### src/hw/rtl/sfla_pkg.sv
// sfla_pkg: shared types and constants of the segregated free list allocator
// depends on nothing; imported by sfla_size_class and the top level
`timescale 1ns / 1ps
`default_nettype none

package sfla_pkg;

  localparam int unsigned CLS_W     = 7;   // class number, up to 128 classes
  localparam int unsigned CBYTES_W  = 31;  // class size in bytes, up to 2^30
  localparam int unsigned SIZE_W    = 31;
  localparam int unsigned STEP_BYTES = 16;
  localparam int unsigned HDR_BYTES  = 16;

  localparam logic [1:0] ST_OK       = 2'd0;
  localparam logic [1:0] ST_BAD_SIZE = 2'd1;
  localparam logic [1:0] ST_NO_MEM   = 2'd2;
  localparam logic [1:0] ST_IGNORED  = 2'd3;

  localparam logic FUNC_ALLOC = 1'b0;
  localparam logic FUNC_FREE  = 1'b1;

  localparam logic CFG_HEAP_START = 1'b0;
  localparam logic CFG_HEAP_END   = 1'b1;

  // result of the size to class mapping
  typedef struct packed {
    logic [CLS_W-1:0]    cls;
    logic [CBYTES_W-1:0] class_bytes;
    logic                big;
  } sfla_class_t;

endpackage

`default_nettype wire

### src/hw/rtl/sfla_size_class.sv
// sfla_size_class: maps a request size to its size class
// depends on sfla_pkg; big classes are found by a shift-compare loop
`timescale 1ns / 1ps
`default_nettype none

module sfla_size_class #(
  parameter int unsigned SMALL_CLASSES = 64
) (
  input  wire logic                      clk,
  input  wire logic                      rst_n,
  input  wire logic                      start,
  input  wire logic [sfla_pkg::SIZE_W-1:0] size,
  output logic                           done,
  output sfla_pkg::sfla_class_t          result
);
  import sfla_pkg::*;

  localparam logic [CBYTES_W-1:0] SMALL_LIMIT = CBYTES_W'(SMALL_CLASSES * STEP_BYTES);

  logic                 run_r, run_nxt;
  logic                 done_r, done_nxt;
  logic [SIZE_W-1:0]    size_r, size_nxt;
  logic [CBYTES_W-1:0]  cb_r, cb_nxt;
  logic [CLS_W-1:0]     idx_r, idx_nxt;
  sfla_class_t          res_r, res_nxt;
  logic [SIZE_W-1:0]    size_m1;

  assign size_m1 = size - SIZE_W'(1);

  always_comb begin
    run_nxt  = run_r;
    done_nxt = 1'b0;
    size_nxt = size_r;
    cb_nxt   = cb_r;
    idx_nxt  = idx_r;
    res_nxt  = res_r;
    if (start) begin
      if (size <= SIZE_W'(SMALL_LIMIT)) begin
        // 16-byte steps
        res_nxt.cls         = CLS_W'(size_m1 >> 4);
        res_nxt.class_bytes = CBYTES_W'((size_m1 >> 4) + SIZE_W'(1)) << 4;
        res_nxt.big         = 1'b0;
        done_nxt            = 1'b1;
      end else begin
        run_nxt  = 1'b1;
        size_nxt = size;
        cb_nxt   = SMALL_LIMIT << 1;
        idx_nxt  = '0;
      end
    end else if (run_r) begin
      if (SIZE_W'(cb_r) >= size_r) begin
        res_nxt.cls         = CLS_W'(SMALL_CLASSES) + idx_r;
        res_nxt.class_bytes = cb_r;
        res_nxt.big         = 1'b1;
        done_nxt            = 1'b1;
        run_nxt             = 1'b0;
      end else begin
        cb_nxt  = cb_r << 1;
        idx_nxt = idx_r + CLS_W'(1);
      end
    end
  end

  always_ff @(posedge clk) begin
    if (!rst_n) begin
      run_r  <= 1'b0;
      done_r <= 1'b0;
    end else begin
      run_r  <= run_nxt;
      done_r <= done_nxt;
    end
    size_r <= size_nxt;
    cb_r   <= cb_nxt;
    idx_r  <= idx_nxt;
    res_r  <= res_nxt;
  end

  assign done   = done_r;
  assign result = res_r;

endmodule

`default_nettype wire

### config.mk
export PLATFORM = sky130hd
export DESIGN_NAME = sfla_size_class
export DESIGN_NICKNAME = d
export VERILOG_FILES = /design/src/hw/rtl/sfla_pkg.sv /design/src/hw/rtl/sfla_size_class.sv
export SDC_FILE = /design/constraint.sdc
export NUM_CORES = 1
export LEC_CHECK = 0
export BUFFER_PORTS_ARGS = -buffer_cell sky130_fd_sc_hd__clkbuf_2
export CELL_PAD_IN_SITES_DETAIL_PLACEMENT = 0
export CELL_PAD_IN_SITES_GLOBAL_PLACEMENT = 1
export CORE_MARGIN = 3
export CORE_UTILIZATION = 40
export CTS_CLUSTER_DIAMETER = 40
export DETAILED_ROUTE_END_ITERATION = 6
export GPL_ROUTABILITY_DRIVEN = 0
export PLACE_DENSITY = 0.69
export SLEW_MARGIN = 20
export SYNTH_ARGS = -nofsm -noshare
export SYNTH_HDL_FRONTEND = slang
export SYNTH_SLANG_ARGS = --single-unit
### constraint.sdc
create_clock -name clk -period 6.21 [get_ports clk]
set_clock_uncertainty 0.1 [all_clocks]
set_input_delay 0.9315 -clock clk [delete_from_list [all_inputs] [get_ports clk]]
set_output_delay 0.9315 -clock clk [all_outputs]
set_load 0.01 [all_outputs]
After elaboration in Yosys (flattened, before gate mapping)
Cells that the tools add are included.
- reductions and logical operators: 5
- bitwise gates (word level): 1
- $add $sub $neg: 4
- mux-type cells: 20
- $lt $le $gt $ge: 2
- equality and inequality tests: 3
- operator list (kind ; count):
    $mux 39 ; 4
    $mux 31 ; 4
    $ge 31x31->1 ; 1
    $le 31x11->1 const B ; 1
    $sub 31x1->31 const B ; 1
    $mux 7 ; 4
    $add 27x1->27 const B ; 1
    $mux 1 ; 8
    $add 7x1->7 const B ; 1
    $add 7x7->7 const A ; 1
    $reduce_and 3->1 ; 2
    $ne 2x2->1 const B ; 2
    $reduce_bool 2->1 ; 2
    $ne 2x1->1 const B ; 1
    $reduce_and 2->1 ; 1
    $not 1->1 ; 1
- flip-flop bits (word level): 110
- word-level logic and storage cells: 43

Longest topological paths before layout
- word-level depth: 4
- gate-level depth with buffers: 9

Worst setup path after synthesis
Ideal clock, no wire load.
- path type: flip-flop to flip-flop
- from: register cb_r[13]
- to: register res_r (netlist bit result[0]), enable pin
- stages on the path, launching flop included: 9
- clock period less this slack: 4.506 ns
- data arrival time: 3.930 ns
- slack: 1.704 ns
- cells stage by stage: edfxtp_1 -> ha_1 -> nor4b_1 -> a41oi_1 -> o21ai_0 -> a221oi_1 -> o21ai_0 -> a21oi_1 -> o21ai_0
- cells in the longest elaborated chain, start to end: 3
- RTL lines (what ; RTL line ; text):
    start: declaration ; sfla_size_class.sv:23 ; logic [CBYTES_W-1:0] cb_r, cb_nxt;
    start signal: assignment ; sfla_size_class.sv:73 ; cb_r <= cb_nxt;
    $ge 31x31->1 ; sfla_size_class.sv:51 ; if (SIZE_W'(cb_r) >= size_r) begin
    $reduce_bool 2->1 (no line) ; - ;
    $reduce_and 3->1 (no line) ; - ;
    end signal: assignment ; sfla_size_class.sv:75 ; res_r <= res_nxt;
    end: declaration ; sfla_size_class.sv:25 ; sfla_class_t res_r, res_nxt;
Every way passes these cells.
A chain may end at the register's enable or synchronous reset.

Worst setup path after layout
- from: register cb_r[14]
- to: register cb_r[14], enable pin
- cells in the longest elaborated chain, start to end: 3
- RTL lines (what ; RTL line):
    $ge 31x31->1 ; sfla_size_class.sv:51
    $ne 2x2->1 (no line) ; -
    $reduce_and 3->1 (no line) ; -
Every way passes these cells.

==> flow_metrics.tcl <==
set metrics [dict create \
    status "completed" \
    numCtsBuffers 9 \
    drt_iter0_drc 265 \
    synth.avg_cell_area_sq_um 12.1 \
    ir_worst_vdd_uv 120 \
    placed_cell_area_sq_um 5490 \
    worst-path-stages 9 \
    groute.layer.met2.usage 0.264 \
    cts_setup_buffers 0 \
    power_frac_comb 0.118 \
    finalPower_mw 1.44 \
    cell_internal_pwr_mw 1.08 \
    die_w_um 117 \
    fmaxAchievable_ghz 0.279 \
    cts_max_path_buffers 2 \
    seq_area_frac_synth 0.571 \
    r2r_start "cb_r[14]" \
    die_y_um 117 \
    reg2reg_slack_ps 2630 \
    via_per_inst 5.27 \
    crit_path_cell_trace "ha_1 > and4b_1 > a41oi_1 > o21ai_0 > a221oi_1 > o21ai_0 > a21oi_1 > a21o_1 > buf_4" \
    ys_ff_latch 95 \
    p_switching_uw 355 \
    critPathMostFrequentCell "o21ai_0" \
    r2r_cells 9 \
    synthFlopType "edfxtp_1" \
    dieArea_sq_um 13800 \
    tns_ps 0 \
    syn_inst 411 \
    cp-startpoint "cb_r[14]" \
    rr_endpoint "cb_r[14]" \
    dp_hpwl_um 7800 \
    start_util 0.411 \
    grt_pass1_vias 3459 \
    gr-usage-met1 0.223 \
    synth_compound_area_frac 0.106 \
    nets 539 \
    critical_path.endpoint "cb_r[14]" \
    insertion_delay_ps 350 \
    finalCriticalPeriod_ps 3580 \
    stdcell_area_sq_um 5740 \
    synthAdderAreaFrac 0.0575 \
    grt_start_max_net_pins 64 \
    drive_gt1_frac 0.203 \
    top_usage_layer "met2" \
    drt_pass1_iterations 4 \
    cp.arrival_ps 3510 \
    final_hold_viol_count 0 \
    cpMaxStageDelayCell "a21oi_1" \
    htreeDepth 3 \
    synth_warnings 0 \
    setup_violations 0 \
    synth_area_sq_um 4960 \
    cpLargestDelayFamily "compound AO/OA/AOI/OAI gates" \
    critPathMaxFanout 18 \
    netSwitchingFraction 0.247 \
    dpl_worst_slack_ps 2440 \
    antenna_found_initial 0 \
    nFillCells 1141 \
    relSlewSlack 0.506 \
    syn_to_final_growth_pct 15.9 \
    worst_setup_path_start_kind "register" \
    fin_crit_sh 0.577 \
    yosys.area_share.simple 0.167 \
    wl_per_cell_um 17.0 \
    ctsHoldBuffers 0 \
    row_count 40 \
    synth_mux_area_frac 0.00858 \
    synth_xor_area_frac 0.0548 \
    grt_use_total 0.168 \
    p_clk_frac 0.345 \
    core_sq_um 12100 \
    rsz0062_at_grt "no" \
    async_reset_ff_frac 0 \
    portBuffers 69 \
    grt_first_pass_wirelength_um 18300 \
    use_met3 0.0376 \
    powerDensity_nw_per_um2 250 \
    cellLeakagePower_nw 2.34 \
    worstMarginPinSlew_ps 736 \
    cp_slowest_stage_delay_ps 510 \
    cts.sinks 95 \
    setup_ws_ps 2630 \
    p_seq_frac 0.537 \
    cp-end-kind "register" \
    drv_cap 0 \
    timing_worst_setup_path_type "reg2reg" \
    vias 3455 \
    cts_tree "yes" \
    ys_types 55 \
    cp_num_buf_inv 1 \
    io-pin-count 74 \
    wl_um 11100 \
    root_buffer "clkbuf_16" \
    post_cts_resized 0 \
    synth_top_family_by_area "simple AND/OR/NAND/NOR gates" \
    drc_errors 0 \
    hp-class "reg2reg" \
    insertedDiodeCount 0 \
    overflow 0 \
    clkTransAtPathRegs_ps 60 \
    worst_ep_required_time_ps 6140 \
    ant_nets 0 \
    maxSlewViolCount 0 \
    synth_edf_count 93 \
]
==> synth_stat cells (all sizes together), types with 5 or more instances <==
library cell  count  area (sq um)
a21o             23           173
a21oi            11          55.1
a31oi             8          50.1
and3             10          62.6
buf               5          41.3
clkbuf           10          37.5
edfxtp           93          2790
ha               22           275
inv              25          93.8
nand2            22          85.1
nand3            10          62.6
nand4             9          56.3
nor2             29           109
nor2b            21           131
nor3              9          45.0
nor4              8          80.1
o21ai            15          75.1
or3               5          31.3
xnor2            13           114
xor2             18           158
==> metal layers <==
layer  vias to the layer above  routed length (um)
met4                         0                 226
met2                        92                5250
met5                         -                   0
met3                        16                 462
met1                      1679                5200
li1                       1668                   -
==> area by class of cell <==
type	instances	area, sq um	area share
Sequential cell	95	2830	0.493
Tap cell	168	210	0.0366
Clock buffer	9	225	0.0392
Multi-Input combinational cell	279	1980	0.344
Timing Repair Buffer	73	375	0.0654
Clock inverter	6	28.8	0.00501
Inverter	25	93.8	0.0163
==> power by group through the flow <==
| stage | clock network (mW) | logic [mW] | registers [mW] |
|---|---|---|---|
| after global routing | 0.534 | 0.194 | 0.776 |
| after CTS | 0.513 | 0.172 | 0.772 |
| final | 0.497 | 0.169 | 0.772 |
| after floorplan | 0 | 0.105 | 0.784 |
| after detailed placement | 0 | 0.170 | 0.786 |
| after global placement | 0 | 0.168 | 0.785 |
==> sequential cells by signal, summed over array words and instances, names as in the netlist <==
signal and count:
cb_r 20, idx_r 7, size_r 31, run_r 1, result 35, done 1
==> layout by cell type (no fill, tap or decap), types with 3 or more instances in the layout <==
cell type and n:
conb_1 4, xor2_1 18, ha_1 22, inv_1 25, clkbuf_2 69, edfxtp_1 93
nor3b_1 4, o21bai_1 4, nor2b_1 21, a21oi_1 11, and3_1 10, and2_1 3
o21ai_0 13, nand4_1 9, nand2_1 21, or3_1 5, nor4_1 6, a31oi_1 8
clkinv_1 3, buf_4 4, xnor2_1 13, nand3_1 9, and4_1 4, a21o_1 23
nor3_1 9, clkbuf_16 9, nor2_1 28
==> cells by family (layout without fill, tap and decap cells) <==
family	after synthesis	count (layout)
AOI/OAI and AO/OA	75	75
buffers and inverters	40	113
muxes	3	3
other	1	4
and+or+nand+nor	143	143
xor gates and xnor gates	31	31
adders and majority gates	23	23
DFF	95	95
==> stage by stage <==
| stage | hold slack, ps | utilization | instances |
|---|---|---|---|
| 5_1_grt | 513 | 0.476 | 655 |
| 4_1_cts | 486 | 0.476 | 655 |
| 3_5_place_dp | 467 | 0.455 | 640 |
| 2_1_floorplan | 422 | - | 414 |
| 3_3_place_gp | 433 | 0.455 | 640 |
| 6_report | 481 | 0.476 | 655 |
==> how the worst min path moves through the flow <==
stage	cells after the start	slack [ps]	to	from
after floorplan	1	420	run_r	run_r
after global placement	1	430	run_r	run_r
after detailed placement	1	470	run_r	run_r
after CTS	1	490	run_r	run_r
after global routing	1	510	run_r	run_r
final	1	480	run_r	run_r
(Power assumes the default switching activity.)
